$ cat config.mk
export PLATFORM = sky130hd
export DESIGN_NAME = io_controller_interrupt_timer_unit_core_flat
export DESIGN_NICKNAME = d
export VERILOG_FILES = /design/src/hdl/iotu_pkg.sv /design/src/hdl/iotu_if.sv /design/src/hdl/io_controller_interrupt_timer_unit_core.sv /design/src/hdl/iotu_step.sv /design/src/flat_wrapper.sv
export SDC_FILE = /design/constraint.sdc
export NUM_CORES = 1
export LEC_CHECK = 0
export BUFFER_PORTS_ARGS = -buffer_cell sky130_fd_sc_hd__buf_2
export CORE_UTILIZATION = 52
export DETAILED_ROUTE_END_ITERATION = 10
export PLACE_DENSITY = 0.69
export SYNTH_ARGS = -nofsm -noshare
export SYNTH_HDL_FRONTEND = slang
export SYNTH_SLANG_ARGS = --single-unit
$ cat constraint.sdc
create_clock -name clk -period 7.2 [get_ports clk]
set_clock_uncertainty 0.05 [all_clocks]
set_input_delay 1.44 -clock clk [delete_from_list [all_inputs] [get_ports clk]]
set_output_delay 1.44 -clock clk [all_outputs]
set_load 0.03 [all_outputs]
$ cat src/hdl/iotu_pkg.sv
// ----------------------------------------------------------------------------
// iotu_pkg
// Shared types, register offsets, constants and service helpers of the
// I/O controller interrupt/timer unit.
// ----------------------------------------------------------------------------
package iotu_pkg;

  localparam int OP_W       = 3;
  localparam int ADDR_W     = 4;
  localparam int BYTE_W     = 8;
  localparam int NUM_TIMERS = 5;
  localparam int TIDX_W     = 3;

  typedef logic [BYTE_W-1:0] byte_t;

  typedef enum logic [OP_W-1:0] {
    OP_READ   = 3'd0,
    OP_WRITE  = 3'd1,
    OP_TICK   = 3'd2,
    OP_SENSOR = 3'd3,
    OP_PIN7   = 3'd4
  } op_t;

  // register offsets
  localparam logic [ADDR_W-1:0] ADDR_SERIAL   = 4'd0;
  localparam logic [ADDR_W-1:0] ADDR_PORT_IN  = 4'd1;
  localparam logic [ADDR_W-1:0] ADDR_VECTOR   = 4'd2;
  localparam logic [ADDR_W-1:0] ADDR_STATUS   = 4'd3;
  localparam logic [ADDR_W-1:0] ADDR_COMMAND  = 4'd4;
  localparam logic [ADDR_W-1:0] ADDR_RATE     = 4'd5;
  localparam logic [ADDR_W-1:0] ADDR_PORT_OUT = 4'd7;
  localparam logic [ADDR_W-1:0] ADDR_MASK     = 4'd8;
  localparam logic [ADDR_W-1:0] ADDR_TIMER0   = 4'd9;

  localparam byte_t VEC_BASE      = 8'hC7;
  localparam byte_t CMD_KEEP      = 8'h3E;
  localparam byte_t STATUS_RESET  = 8'h14;
  localparam byte_t PENDING_RESET = 8'h20;
  localparam byte_t SOFT_CLR      = 8'hCA;  // status bits 1, 3, 6, 7
  localparam byte_t SOFT_SET      = 8'h14;  // status bits 2, 4

  // status / command / pending bit positions
  localparam int STAT_SER_BIT  = 3;
  localparam int STAT_INT_BIT  = 5;
  localparam int CMD_SOFT_BIT  = 0;
  localparam int CMD_PIN7_BIT  = 2;
  localparam int CMD_ACK_BIT   = 3;
  localparam int PEND_SENS_BIT = 2;
  localparam int PEND_PIN7_BIT = 7;

  localparam logic [TIDX_W-1:0] TIMER_PIN7 = 3'd4;

  // pending bit of each timer
  localparam logic [NUM_TIMERS-1:0][BYTE_W-1:0] TIMER_BIT =
    {8'h80, 8'h40, 8'h08, 8'h02, 8'h01};

  typedef struct packed {
    logic [OP_W-1:0]   operation;
    logic [ADDR_W-1:0] address;
    byte_t             write_data;
    logic              level;
    byte_t             port_in;
  } in_beat_t;

  typedef struct packed {
    byte_t read_data;
    byte_t port_out;
    logic  port_out_strobe;
    logic  irq_line;
    byte_t irq_vector;
  } out_beat_t;

  typedef struct packed {
    byte_t                         status;
    byte_t                         command;
    byte_t                         mask;
    byte_t                         pending;
    byte_t                         vector;
    byte_t                         rate;
    logic [NUM_TIMERS-1:0][BYTE_W-1:0] period;
    logic [NUM_TIMERS-1:0][BYTE_W-1:0] remaining;
    logic [NUM_TIMERS-1:0]         running;
    logic                          sensor_prev;
    logic                          pin7_prev;
    logic                          irq_level;
    byte_t                         out_latch;
  } ctl_state_t;

  // lowest masked pending bit is served and cleared
  function automatic ctl_state_t service(input ctl_state_t st);
    ctl_state_t        s;
    byte_t             act;
    logic [TIDX_W-1:0] lvl;
    s   = st;
    act = st.pending & st.mask;
    lvl = '0;
    for (int b = BYTE_W - 1; b >= 0; b--) begin
      if (act[b]) lvl = TIDX_W'(b);
    end
    if (act != '0) begin
      s.pending[lvl] = 1'b0;
      s.vector       = VEC_BASE + {2'b00, lvl, 3'b000};
      if (st.command[CMD_ACK_BIT]) s.irq_level = 1'b1;
      else s.status[STAT_INT_BIT] = 1'b1;
    end else begin
      if (st.command[CMD_ACK_BIT]) s.irq_level = 1'b0;
      else s.status[STAT_INT_BIT] = 1'b0;
    end
    return s;
  endfunction

  function automatic ctl_state_t timer_fire(input ctl_state_t st,
                                            input logic [TIDX_W-1:0] t);
    ctl_state_t s;
    s = st;
    if (t != TIMER_PIN7 || !st.command[CMD_PIN7_BIT]) s.pending = s.pending | TIMER_BIT[t];
    return service(s);
  endfunction

  function automatic ctl_state_t soft_reset(input ctl_state_t st);
    ctl_state_t s;
    s           = st;
    s.status    = (st.status & ~SOFT_CLR) | SOFT_SET;
    s.pending   = PENDING_RESET;
    s.period    = '0;
    s.remaining = '0;
    s.running   = '0;
    return s;
  endfunction

  function automatic ctl_state_t state_reset();
    ctl_state_t s;
    s         = '0;
    s.status  = STATUS_RESET;
    s.pending = PENDING_RESET;
    return s;
  endfunction

endpackage

$ cat src/hdl/iotu_if.sv
// ----------------------------------------------------------------------------
// iotu channel interfaces
// Valid/ready channels for request beats and result beats.
// ----------------------------------------------------------------------------
interface iotu_in_if;
  logic                          valid;
  logic                          ready;
  logic [iotu_pkg::OP_W-1:0]     operation;
  logic [iotu_pkg::ADDR_W-1:0]   address;
  logic [iotu_pkg::BYTE_W-1:0]   write_data;
  logic                          level;
  logic [iotu_pkg::BYTE_W-1:0]   port_in;

  modport source (output valid, operation, address, write_data, level, port_in,
                  input ready);
  modport sink   (input valid, operation, address, write_data, level, port_in,
                  output ready);
endinterface

interface iotu_out_if;
  logic                          valid;
  logic                          ready;
  logic [iotu_pkg::BYTE_W-1:0]   read_data;
  logic [iotu_pkg::BYTE_W-1:0]   port_out;
  logic                          port_out_strobe;
  logic                          irq_line;
  logic [iotu_pkg::BYTE_W-1:0]   irq_vector;

  modport source (output valid, read_data, port_out, port_out_strobe, irq_line,
                  irq_vector, input ready);
  modport sink   (input valid, read_data, port_out, port_out_strobe, irq_line,
                  irq_vector, output ready);
endinterface

$ cat src/hdl/io_controller_interrupt_timer_unit_core.sv
// ----------------------------------------------------------------------------
// io_controller_interrupt_timer_unit_core
// Register-mapped I/O controller: bus registers, five reloading timers,
// edge inputs and a prioritized interrupt vector.
//
// Every request beat (bus read, bus write, timer tick, sensor level or pin-7
// level) gives exactly one result beat. The block takes one beat per cycle
// while the sink does not stall. A request is held in the request register,
// then the whole register update (including up to five timer expiries on
// one tick, each followed by priority service) runs in one pass of logic
// into the state and result registers. The result
// register lets a new request be taken while a result waits; when the sink
// stalls, one more request is held and then in_chan.ready drops. Reads of
// offsets 0 and 2 have side effects on status bits 3 and 5; a command write
// with bit 0 set performs a soft reset of timers, pending bits and status.
// There is no serial path; its receive buffer reads as 0.
// ----------------------------------------------------------------------------
module io_controller_interrupt_timer_unit_core (
  input logic       clk,
  input logic       rst_n,
  iotu_in_if.sink   in_chan,
  iotu_out_if.source out_chan
);
  import iotu_pkg::*;

  // request stage
  logic       req_valid_r;
  in_beat_t   req_beat_r;
  // result stage
  logic       out_valid_r;
  out_beat_t  out_beat_r;
  // controller state
  ctl_state_t st_r;
  ctl_state_t st_nxt;
  out_beat_t  res_nxt;

  logic adv;       // request stage moves into the result stage
  logic in_take;   // request beat accepted

  assign adv          = req_valid_r && (!out_valid_r || out_chan.ready);
  assign in_chan.ready = !req_valid_r || adv;
  assign in_take      = in_chan.valid && in_chan.ready;

  iotu_step u_step (
    .st     (st_r),
    .beat   (req_beat_r),
    .st_nxt (st_nxt),
    .res    (res_nxt)
  );

  // control and state registers
  always_ff @(posedge clk) begin
    if (!rst_n) begin
      req_valid_r <= 1'b0;
      out_valid_r <= 1'b0;
      st_r        <= state_reset();
    end else begin
      if (in_chan.ready) req_valid_r <= in_chan.valid;
      if (adv) begin
        out_valid_r <= 1'b1;
        st_r        <= st_nxt;
      end else if (out_chan.ready) begin
        out_valid_r <= 1'b0;
      end
    end
  end

  // payload registers
  always_ff @(posedge clk) begin
    if (in_take) begin
      req_beat_r.operation  <= in_chan.operation;
      req_beat_r.address    <= in_chan.address;
      req_beat_r.write_data <= in_chan.write_data;
      req_beat_r.level      <= in_chan.level;
      req_beat_r.port_in    <= in_chan.port_in;
    end
    if (adv) out_beat_r <= res_nxt;
  end

  assign out_chan.valid           = out_valid_r;
  assign out_chan.read_data       = out_beat_r.read_data;
  assign out_chan.port_out        = out_beat_r.port_out;
  assign out_chan.port_out_strobe = out_beat_r.port_out_strobe;
  assign out_chan.irq_line        = out_beat_r.irq_line;
  assign out_chan.irq_vector      = out_beat_r.irq_vector;

`ifndef SYNTH
  logic [NUM_TIMERS-1:0] tmr_nz;
  always_comb begin
    for (int t = 0; t < NUM_TIMERS; t++) tmr_nz[t] = st_r.remaining[t] != '0;
  end

  // vector is either untouched or a restart opcode
  a_vector_form: assert property (@(posedge clk) disable iff (!rst_n)
    st_r.vector == '0 || st_r.vector[2:0] == 3'b111)
    else $error("vector is not a restart opcode");

  // soft-reset bit and top command bits never stored
  a_cmd_bits: assert property (@(posedge clk) disable iff (!rst_n)
    st_r.command[CMD_SOFT_BIT] == 1'b0 && st_r.command[7:6] == 2'b00)
    else $error("command holds unkept bits");

  // a running timer never sits at zero
  a_timer_live: assert property (@(posedge clk) disable iff (!rst_n)
    (st_r.running & ~tmr_nz) == '0)
    else $error("running timer with zero count");

  // full pipe with stalled sink refuses requests
  a_backpressure: assert property (@(posedge clk) disable iff (!rst_n)
    (req_valid_r && out_valid_r && !out_chan.ready) |-> !in_chan.ready)
    else $error("request taken while both stages are blocked");

  // state moves only with a beat
  a_state_hold: assert property (@(posedge clk) disable iff (!rst_n)
    !adv |=> $stable(st_r))
    else $error("state changed without a beat");
`endif

endmodule

$ cat src/hdl/iotu_step.sv
// ----------------------------------------------------------------------------
// iotu_step
// Next-state and result logic for one request beat.
// ----------------------------------------------------------------------------
module iotu_step (
  input  iotu_pkg::ctl_state_t st,
  input  iotu_pkg::in_beat_t   beat,
  output iotu_pkg::ctl_state_t st_nxt,
  output iotu_pkg::out_beat_t  res
);
  import iotu_pkg::*;

  byte_t rd;
  logic  strobe;

  always_comb begin
    st_nxt = st;
    rd     = '0;
    strobe = 1'b0;
    case (op_t'(beat.operation))
      OP_READ: begin
        case (beat.address)
          ADDR_SERIAL:  st_nxt.status[STAT_SER_BIT] = 1'b0;
          ADDR_PORT_IN: rd = beat.port_in;
          ADDR_VECTOR: begin
            rd = st.vector;
            st_nxt.status[STAT_INT_BIT] = 1'b0;
          end
          ADDR_STATUS:  rd = st.status;
          ADDR_COMMAND: rd = st.command;
          ADDR_RATE:    rd = st.rate;
          ADDR_MASK:    rd = st.mask;
          default:      rd = '0;
        endcase
      end
      OP_WRITE: begin
        case (beat.address)
          ADDR_COMMAND: begin
            st_nxt.command = beat.write_data & CMD_KEEP;
            if (beat.write_data[CMD_SOFT_BIT]) st_nxt = soft_reset(st_nxt);
          end
          ADDR_RATE: st_nxt.rate = beat.write_data;
          ADDR_PORT_OUT: begin
            st_nxt.out_latch = beat.write_data;
            strobe           = 1'b1;
          end
          ADDR_MASK: st_nxt.mask = beat.write_data;
          default: begin
            // timer period writes
            for (int t = 0; t < NUM_TIMERS; t++) begin
              if (beat.address == ADDR_TIMER0 + ADDR_W'(t)) begin
                st_nxt.period[t] = beat.write_data;
                if (beat.write_data != '0) begin
                  st_nxt.remaining[t] = beat.write_data;
                  st_nxt.running[t]   = 1'b1;
                end else begin
                  st_nxt.remaining[t] = '0;
                  st_nxt.running[t]   = 1'b0;
                  st_nxt = timer_fire(st_nxt, TIDX_W'(t));
                end
              end
            end
          end
        endcase
      end
      OP_TICK: begin
        // expiries fire in timer order, each one serviced
        for (int t = 0; t < NUM_TIMERS; t++) begin
          if (st_nxt.running[t]) begin
            if (st_nxt.remaining[t] > 8'd1) begin
              st_nxt.remaining[t] = st_nxt.remaining[t] - 8'd1;
            end else begin
              st_nxt.remaining[t] = st_nxt.period[t];
              st_nxt = timer_fire(st_nxt, TIDX_W'(t));
            end
          end
        end
      end
      OP_SENSOR: begin
        st_nxt.pending[PEND_SENS_BIT] = !st.sensor_prev && beat.level;
        st_nxt.sensor_prev = beat.level;
        if (st_nxt.pending[PEND_SENS_BIT]) st_nxt = service(st_nxt);
      end
      OP_PIN7: begin
        if (st.command[CMD_PIN7_BIT]) begin
          st_nxt.pending[PEND_PIN7_BIT] = !st.pin7_prev && beat.level;
        end
        st_nxt.pin7_prev = beat.level;
        if (st_nxt.pending[PEND_PIN7_BIT]) st_nxt = service(st_nxt);
      end
      default: st_nxt = st;
    endcase
  end

  assign res.read_data       = rd;
  assign res.port_out        = st_nxt.out_latch;
  assign res.port_out_strobe = strobe;
  assign res.irq_line        = st_nxt.irq_level;
  assign res.irq_vector      = st_nxt.vector;

endmodule

$ cat src/flat_wrapper.sv
// flat-port wrapper written by rule: the top's interface ports become plain ports
module io_controller_interrupt_timer_unit_core_flat import iotu_pkg::*;
  (clk, rst_n, in_chan_valid, in_chan_operation, in_chan_address, in_chan_write_data, in_chan_level, in_chan_port_in, in_chan_ready, out_chan_valid, out_chan_read_data, out_chan_port_out, out_chan_port_out_strobe, out_chan_irq_line, out_chan_irq_vector, out_chan_ready);
  iotu_in_if in_chan_i ();
  iotu_out_if out_chan_i ();
  input logic clk;
  input logic rst_n;
  input wire logic [$bits(in_chan_i.valid)-1:0] in_chan_valid;
  input wire logic [$bits(in_chan_i.operation)-1:0] in_chan_operation;
  input wire logic [$bits(in_chan_i.address)-1:0] in_chan_address;
  input wire logic [$bits(in_chan_i.write_data)-1:0] in_chan_write_data;
  input wire logic [$bits(in_chan_i.level)-1:0] in_chan_level;
  input wire logic [$bits(in_chan_i.port_in)-1:0] in_chan_port_in;
  output wire logic [$bits(in_chan_i.ready)-1:0] in_chan_ready;
  output wire logic [$bits(out_chan_i.valid)-1:0] out_chan_valid;
  output wire logic [$bits(out_chan_i.read_data)-1:0] out_chan_read_data;
  output wire logic [$bits(out_chan_i.port_out)-1:0] out_chan_port_out;
  output wire logic [$bits(out_chan_i.port_out_strobe)-1:0] out_chan_port_out_strobe;
  output wire logic [$bits(out_chan_i.irq_line)-1:0] out_chan_irq_line;
  output wire logic [$bits(out_chan_i.irq_vector)-1:0] out_chan_irq_vector;
  input wire logic [$bits(out_chan_i.ready)-1:0] out_chan_ready;
  assign in_chan_i.valid = in_chan_valid;
  assign in_chan_i.operation = in_chan_operation;
  assign in_chan_i.address = in_chan_address;
  assign in_chan_i.write_data = in_chan_write_data;
  assign in_chan_i.level = in_chan_level;
  assign in_chan_i.port_in = in_chan_port_in;
  assign in_chan_ready = in_chan_i.ready;
  assign out_chan_valid = out_chan_i.valid;
  assign out_chan_read_data = out_chan_i.read_data;
  assign out_chan_port_out = out_chan_i.port_out;
  assign out_chan_port_out_strobe = out_chan_i.port_out_strobe;
  assign out_chan_irq_line = out_chan_i.irq_line;
  assign out_chan_irq_vector = out_chan_i.irq_vector;
  assign out_chan_i.ready = out_chan_ready;
  io_controller_interrupt_timer_unit_core u_core (.clk(clk), .rst_n(rst_n), .in_chan(in_chan_i), .out_chan(out_chan_i));
endmodule
Word level (Yosys, flattened, before mapping) --
Cells that the tools add are included.
Storage, ports and cells: ROM bits 0, latch bits 0, output and inout port bits 28, bits in writable memories 0, register bits 196, word-level logic and storage cells 549, memories kept 0
Operators by class: shift operators 0, eq/ne operators 27, $lt $le $gt $ge 29, add/sub/neg operators 17, div/mod/pow operators 0, multiplexer cells 339, reductions and logical operators 61, multiply operators 0, bitwise logic cells 38
Operators with widths (count):
- two-way mux 144 bit | 13
- two-way mux 142 bit | 12
- one-hot mux 139 bit (4 select lines) | 1
- two-way mux 3 bit | 135
- two-way mux 8 bit | 43
- two-way mux 118 bit | 2
- two-way mux 110 bit | 2
- two-way mux 102 bit | 2
- bitwise AND 8 bit | 24
- two-way mux 16 bit | 12
- two-way mux 94 bit | 2
- one-hot mux 88 bit (2 select lines) | 1
- two-way mux 86 bit | 2
- nonzero test 8 bit | 13
- adder 7 x 7 -> 8 bit, first input constant | 12
- NOT 8 bit | 12
- two-way mux 9 bit | 10
- two-way mux 1 bit | 80
- one-hot mux 8 bit (3 select lines) | 3
- one-hot mux 16 bit (2 select lines) | 2
- less-than comparator 3 x 4 -> 1 bit, second input constant | 12
- one-hot mux 8 bit (6 select lines) | 1
- > comparator 8 x 1 -> 1 bit, second input constant | 5
- subtractor 8 x 1 -> 8 bit, second input constant | 5
- 32 further kinds | 105

Longest topological paths before layout --
Gate-level depths: netlist of run 1.
depth in word-level cells 142, gate-level depth with buffers 19, gate-level depth less buffers 15

Modules after synthesis --
A second synthesis of run 1 with hierarchy kept.
Unflattened totals: cells, all modules 1992, area, all modules 15302.2 um2
By module, submodules not included:
- iotu_step | times used 1, area each 8015.2 um2, cells an instance 1308
- io_controller_interrupt_timer_unit_core | times used 1, area each 7287.0 um2, cells an instance 684

Least setup slack after synthesis of run 1 --
No wires, ideal clock.
kind reg-to-reg, from register u_core.req_beat_r[12] (netlist bit), to register u_core.out_beat_r (netlist bit u_core.out_chan.irq_vector[0]) (data pin), setup time 0.265 ns, buffers on the path 2, data arrival time 4.235 ns, cell stages (with the launch flop) 16, path slack 2.650 ns, cell sequence edfxtp_1 -> or4_1 -> buf_2 -> nor4_4 -> nand3_2 -> o211ai_2 -> a221o_2 -> a21oi_1 -> o31a_1 -> nor4_4 -> o211ai_2 -> a2111oi_4 -> o211ai_1 -> and2_0 -> clkbuf_1 -> or3_1
RTL lines:
- from (decl) | line io_controller_interrupt_timer_unit_core.sv:28 | in_beat_t req_beat_r;
- to (signal assigned) | line io_controller_interrupt_timer_unit_core.sv:77 | if (adv) out_beat_r <= res_nxt;
- to (decl) | line io_controller_interrupt_timer_unit_core.sv:31 | out_beat_t out_beat_r;

==> metrics.md, run 1 <==
| Metric | Value |
|---|---|
| Vias per std cell | 7.13 |
| Seq/Total Area, Yosys | 31.9% |
| Startpoint types | flip-flop |
| Fill count | 2344 |
| ANT nets after route | 0 |
| Share of layout cells above drive strength 1 | 11.4% |
| CP max stage delay | 0.76 ns |
| Data required time of the critical path | 7.36 ns |
| Overall Global Routing Usage | 40.6% |
| Util after Layout | 58.0% |
| Top_reg_cell synth | dfxtp_1 |
| Die Height | 162 µm |
| # rows | 58 |
| Reg2Reg Depth | 13 |
| Max stage delay cell, worst path | or4_1 |
| Placed inst area | 0.0140 mm² |
| Drt pass-1 iters | 9 |
| Setup violators final | 0 |
| Cts hold-fix bufs | 0 |
| Chip width | 162 µm |
| Hold crit path type | flip-flop to flip-flop |
| Synthesized Nets | 1807 |
| Multi-input gate area | 0.00857 mm² |
| Placed cell count | 2075 |
| IO buf count | 55 |
| Worst hold stages | 1 |
| Clk_lat worst skew | 0.45 ns |
| CTS max path bufs | 2 |
| GPL Wtd Cong | 1.11 |
| Setup ws final | 1.36 ns |
| Core ar. | 0.0252 mm² |
| Async set or reset register ratio after synthesis | 0% |
| Pre-CTS setup slack | 1.57 ns |
| Worst endpoint data arrival time | 5.99 ns |
| Fmax | 171 MHz |
| CP endpoint kind | flip-flop |
| Full die area | 0.0263 mm² |
| CTS tree | yes |
| WL/cell | 25.6 µm |
| Warnings, synthesis | 0 |
| Relative slew slack | 29.8% |
| Commonest non-fill, non-tap cell in the layout | nor2_1 |
| # resized after CTS | 0 |
| Worst R2R End | u_core.out_chan.irq_vector[0]$_DFFE_PP_ |
| Pleak | 4.75 nW |
| Critical path class | flip-flop to flip-flop |
| Crit path cell chain | buf_4 -> or4_1 -> nor3_2 -> o21ai_1 -> nor2_2 -> a21oi_1 -> maj3_1 -> nor4_4 -> o211ai_2 -> a2111oi_4 -> o211ai_1 -> and2_0 -> or3_1 |
| First-pass GRT wire length | 81900 µm |
| Worst vdd ir | 197 µV |
| DRT Wirelength | 54000 µm |
| Clock sinks | 188 |
| Minimum clock period | 5.84 ns |
| Root Buffer | clkbuf_16 |
| Mean area per synthesized cell | 7.55 µm² |
| GR Overflow Total | 0 |
| Status | finished clean |
| Final hold violations | 0 |
| Pwr/cell area | 173 mW/mm² |
| Fin cells | 2107 |
| Setup bufs post-CTS | 0 |
| Setup TNS Final | 0 ns |
| Worst Path Max Fanout | 15 |
| Yosys reg bits | 188 |
| Worst-path clk slew | 0.09 ns |
| Initial core utilization | 53.0% |
| RSZ-0062 raised after global routing | no |
| Worst Tran Pin Value | 1.05 ns |
| Hold Path Origin | u_core.st_r[138]$_SDFFE_PN1P_ |
| Final instance area | 0.0146 mm² |
| Reg-to-Reg Start | u_core.req_beat_r[16]$_DFFE_PP_ |
| Largest net degree at the start of global routing | 83 |
| Vias in the first global route | 13700 |
| Syn Inst Count | 1769 |
| Synth unique cells | 98 |
| Num ports | 56 |
| Mapped Area | 0.0134 mm² |
| Reg area | 0.00426 mm² |
| P&R area growth vs syn | 9.41% |
| HPWL after DPL | 39600 µm |
| Diode count | 0 |
| Residual DRC | 0 |
| Fin nets | 1802 |
| FF-to-FF setup slack | 1.36 ns |
| Max cap viols | 0 |
| Most frequent cells in the layout | nor2_1 (228), nand2_1 (195), a21oi_1 (148), dfxtp_1 (138), o21ai_0 (121) |
| CTS buffer count | 17 |
| Tcrit/Tclk final | 81.1% |
| Post-synth EDFFs | 50 |
| Hold Path End | u_core.st_r[138]$_SDFFE_PN1P_ |
| Initial drt markers | 2034 |
| Vias | 15000 |
| Initial antenna violation count | 0 |
| Slew Viols, Final | 0 |
| Max H-tree Level | 4 |
==> how the worst max path moves through the flow <==
stage,start,to,slack (ns)
2_1_floorplan,u_core.req_beat_r[12]$_DFFE_PP_,u_core.out_chan.irq_vector[0]$_DFFE_PP_,2.65
3_3_place_gp,u_core.req_beat_r[16]$_DFFE_PP_,u_core.out_chan.irq_vector[2]$_DFFE_PP_,1.60
3_5_place_dp,u_core.req_beat_r[16]$_DFFE_PP_,u_core.out_chan.irq_vector[0]$_DFFE_PP_,1.57
4_1_cts,u_core.req_beat_r[16]$_DFFE_PP_,u_core.out_chan.irq_vector[0]$_DFFE_PP_,1.56
5_1_grt,u_core.st_r[19]$_SDFFE_PN0P_,u_core.out_chan.irq_vector[3]$_DFFE_PP_,1.15
6_report,u_core.req_beat_r[16]$_DFFE_PP_,u_core.out_chan.irq_vector[0]$_DFFE_PP_,1.36
==> power by group <==
| part | switching [mW] | internal (mW) |
|---|---|---|
| registers | 0.0375 | 1.11 |
| logic | 0.224 | 0.0985 |
| clock network | 0.553 | 0.499 |
| total | 0.815 | 1.71 |
==> cells by family after synthesis <==
group                    count (synthesis)  synth area share [%]
AO/OA/AOI/OAI                          660                  33.4
XOR/XNOR                                28                  1.84
multiplexers                            24                  1.90
buffers and inverters                  151                  4.36
flip-flops                             188                  31.9
AND/OR/NAND/NOR                        706                  25.4
adder cells (fa/ha/maj)                 12                  1.09
==> stage by stage <==
stage | power, mW | hold WS [ns]
floorplan | 1.37 | 0.358
global placement | 1.48 | 0.380
detailed placement | 1.48 | 0.382
CTS | 2.51 | 0.403
global route | 2.59 | 0.421
finish | 2.52 | 0.403
==> flip-flops by register name, summed over array words and instances (netlist names) <==
register	flops
u_core.out_chan.valid	1
u_core.out_chan.port_out_strobe	1
u_core.req_valid_r	1
u_core.out_chan.irq_vector	8
u_core.req_beat_r	24
u_core.st_r	136
u_core.out_chan.read_data	8
u_core.out_chan.port_out	8
u_core.out_chan.irq_line	1
==> routing by layer <==
layer | global-route usage [%] | vias up | wire length [µm]
li1 | - | 6711 | -
met2 | 63.3 | 1014 | 24200
met5 | 0 | - | 0
met3 | 7.25 | 220 | 5650
met1 | 52.7 | 7086 | 21000
met4 | 23.3 | 0 | 3220
==> cell type report <==
cell class	count	share of cell area (%)
Clock buffer	17	2.91
Clock inverter	15	1.57
Inverter	27	0.711
Multi-Input combinational cell	1430	58.6
Sequential cell	188	29.2
Tap cell	330	2.83
Timing Repair Buffer	100	4.19
==> worst max-delay path: cells and delay by family, from the launching register on <==
kind,cells,cell delay [ns]
compound gates,5,1.73
flops,1,0.37
buf+inv,1,0.21
simple gates,6,2.77
fa+ha+maj,1,0.45
==> cells in the mapped netlist, drive strengths merged (22+ instances only) <==
cell type  number  area, µm²
a211oi         53        403
a21oi         151        767
a22oi          28        210
a31oi          46        288
a32oi          51        447
and2           26        163
buf            22       97.6
clkbuf        102        383
dfxtp         138       2760
edfxtp         50       1500
inv            27        101
nand2         195        732
nand3          65        330
nand4          22        138
nor2          232        876
nor3           46        240
o21ai         134        674
o31ai          22        189
xnor2          23        201
Note: power is estimated with default switching activity, not from simulation.
==> inputs of run 2 (changes only) <==
PLACE_DENSITY = 0.72   (was 0.69)
clock period = 4.8 ns   (was 7.2 ns; I/O delays follow)
==> run 2 against run 1 <==
- critical path depth grew 3
- first-iteration DRC count is essentially flat
- worst setup slack lost 1.3 ns
- non-clock buffer count grew 173
- sequential share of layout area shrank 2.6 points
- critical path type unchanged
- largest power group unchanged
- wire length grew 4.9%
- largest cell class unchanged
==> metrics.md, run 2 (synthesis gave the netlist of run 1 again) <==
| Metric | Value |
|---|---|
| Reg2Reg Depth | 16 (+3) |
| Worst R2R End | u_core.out_chan.irq_vector[6]$_DFFE_PP_ |
| CP endpoint kind | flip-flop |
| Setup TNS Final | 0 ns (unchanged) |
| Startpoint types | flip-flop |
| GPL Wtd Cong | 1.05 (-5.3%) |
| Max reg flops | 136 (unchanged) |
| Initial antenna violation count | 0 (unchanged) |
| Worst Tran Pin Value | 1.25 ns (+0.206 ns) |
| Hold Path Origin | u_core.st_r[0]$_SDFFE_PN0P_ |
| P&R area growth vs syn | 20.1% |
| Clock sinks | 188 (unchanged) |
| Relative slew slack | 16.6% (-13 points) |
| Worst-path clk slew | 0.09 ns (about the same) |
| RSZ-0062 raised after global routing | yes |
| Data required time of the critical path | 4.95 ns (-2.41 ns) |
| Die Height | 162 µm (unchanged) |
| Worst hold stages | 2 (+1) |
| Vias | 15800 (+5.2%) |
| GR Overflow Total | 0 (unchanged) |
| Clk_lat worst skew | 0.46 ns (about the same) |
| Max stage delay cell, worst path | or4_4 |
| Max H-tree Level | 4 (unchanged) |
| Fin cells | 2282 (+8.3%) |
| WP buf/inv | 3 (+2) |
| CP max stage delay | 0.63 ns (-0.13 ns) |
| First-pass GRT wire length | 85500 µm (+4.4%) |
| Worst Path Max Fanout | 5 (-10) |
| HPWL after DPL | 42600 µm (+7.8%) |
| Commonest non-fill, non-tap cell in the layout | nor2_1 |
| WL/cell | 24.8 µm (-3.1%) |
| Root Buffer | clkbuf_16 |
| Fmax | 213 MHz (+24%) |
| Full die area | 0.0263 mm² (unchanged) |
| Vias per std cell | 6.93 (-2.8%) |
| Hold crit path type | flip-flop to flip-flop |
| Reg-to-Reg Start | u_core.req_beat_r[12]$_DFFE_PP_ |
| Most frequent cells in the layout | nor2_1 (227), buf_4 (216), nand2_1 (195), a21oi_1 (145), dfxtp_1 (138) |
| Vias in the first global route | 14900 (+8.7%) |
| Fin Hold WS | 0.408 ns (+0.00551 ns) |
| Reg with most FFs | u_core.st_r |
| CTS buffer count | 17 (unchanged) |
| Setup violators final | 0 (unchanged) |
| Pleak | 5.62 nW (+18%) |
| # rows | 58 (unchanged) |
| CTS tree | yes |
| Initial core utilization | 53.0% (unchanged) |
| Minimum clock period | 4.69 ns (-1.14 ns) |
| Hold Path End | u_core.st_r[0]$_SDFFE_PN0P_ |
| Residual DRC | 0 (unchanged) |
| FF-to-FF setup slack | 0.11 ns (-1.26 ns) |
| Max cap viols | 0 (unchanged) |
| Status | finished clean |
| Chip width | 162 µm (unchanged) |
| Final hold violations | 0 (unchanged) |
| Slew Viols, Final | 0 (unchanged) |
| Worst path most repeated cell | buf_4 |
| Final instance area | 0.0160 mm² (+9.8%) |
| Num ports | 56 (unchanged) |
| Critical path class | flip-flop to flip-flop |
| CTS max path bufs | 2 (unchanged) |
| Util after Layout | 63.7% (+5.7 points) |
| ANT nets after route | 0 (unchanged) |
| Largest net degree at the start of global routing | 65 (-22%) |
| Worst vdd ir | 272 µV (+38%) |
| Pwr/cell area | 238 mW/mm² (+38%) |
| Initial drt markers | 2036 (+0.098%) |
| Crit path cell chain | or4_4 -> o41ai_4 -> nand3_1 -> a211oi_2 -> buf_4 -> a211o_1 -> and3_1 -> buf_4 -> o31ai_1 -> a21oi_1 -> o22ai_1 -> a2111oi_4 -> buf_4 -> o211ai_1 -> and2_4 -> or3_1 |
| Fin nets | 1975 (+9.6%) |
| Drt pass-1 iters | 6 (-3) |
| Share of layout cells above drive strength 1 | 20.3% (+8.8 points) |
| Core ar. | 0.0252 mm² (unchanged) |
| Placed cell count | 2244 (+8.1%) |
| Crit-path leading delay family | compound AO/OA/AOI/OAI gates |
| IO buf count | 55 (unchanged) |
| Top Registers | u_core.st_r (136), u_core.req_beat_r (24) |
| Placed inst area | 0.0152 mm² (+9.0%) |
| Worst endpoint data arrival time | 4.84 ns (-1.15 ns) |
| DRT Wirelength | 56700 µm (+4.9%) |
| Overall Global Routing Usage | 42.6% (+2.0 points) |
| Tcrit/Tclk final | 97.8% (+17 points) |
| Cts hold-fix bufs | 0 (unchanged) |
run 2: worst max-delay path by stage:
stage                               startpoint                                       to  slack [ns]  depth (start not counted)
4_1_cts        u_core.req_beat_r[12]$_DFFE_PP_  u_core.out_chan.irq_vector[6]$_DFFE_PP_        0.03                         18
6_report       u_core.req_beat_r[12]$_DFFE_PP_  u_core.out_chan.irq_vector[6]$_DFFE_PP_        0.11                         16
3_5_place_dp   u_core.req_beat_r[16]$_DFFE_PP_  u_core.out_chan.irq_vector[6]$_DFFE_PP_        0.01                         18
3_3_place_gp   u_core.req_beat_r[16]$_DFFE_PP_  u_core.out_chan.irq_vector[6]$_DFFE_PP_        0.08                         16
2_1_floorplan  u_core.req_beat_r[12]$_DFFE_PP_  u_core.out_chan.irq_vector[0]$_DFFE_PP_        0.25                         15
5_1_grt        u_core.req_beat_r[12]$_DFFE_PP_  u_core.out_chan.irq_vector[0]$_DFFE_PP_       -0.02                         16
run 2: per-stage QoR:
stage | power (mW) | setup slack (ns)
final | 3.82 | 0.106
after global routing | 3.92 | -0.0216
after CTS | 3.80 | 0.0268
after detailed placement | 2.25 | 0.00979
after global placement | 2.24 | 0.0772
after floorplan | 2.06 | 0.250
run 2: report_power, final:
| part | switching, mW | internal, mW |
|---|---|---|
| Sequential | 0.0402 | 1.67 |
| Clock | 0.801 | 0.780 |
| Combinational | 0.357 | 0.177 |
run 2: final cells by class:
type | count | area, µm²
diodes | 2 | 5.00
clock buffers | 17 | 425
clock inverters | 15 | 233
fillers | 2268 | 9140
inverters | 27 | 104
multi-input cells | 1430 | 8670
flip-flops and latches | 188 | 4260
well taps | 330 | 413
repair buffers | 273 | 1930
run 2: worst register-to-register path, cell delays in order, from the launching register on:
cell and delay [ns]:
edfxtp_1 0.40, or4_4 0.63, o41ai_4 0.45, nand3_1 0.23, a211oi_2 0.28, buf_4 0.16, a211o_1 0.11, and3_1 0.19
buf_4 0.12, o31ai_1 0.07, a21oi_1 0.22, o22ai_1 0.18, a2111oi_4 0.34, buf_4 0.18, o211ai_1 0.25, and2_4 0.27
or3_1 0.31
run 2: routing by layer:
| metal | GRT usage (%) | vias to the layer above | share of wire (%) |
|---|---|---|---|
| met5 | 0 | - | 0 |
| met3 | 8.68 | 254 | 9.9 |
| met2 | 67.6 | 1019 | 45 |
| li1 | - | 7074 | - |
| met4 | 29.5 | 0 | 6.9 |
| met1 | 51.9 | 7469 | 38 |
run 2: what timing repair did:
action / CTS / global route
gates cloned: 0 / 0
resized for setup: 2 / 30
setup buffers: 0 / 4
pin swaps: 0 / 3
setup endpoints to repair: 5 / 26
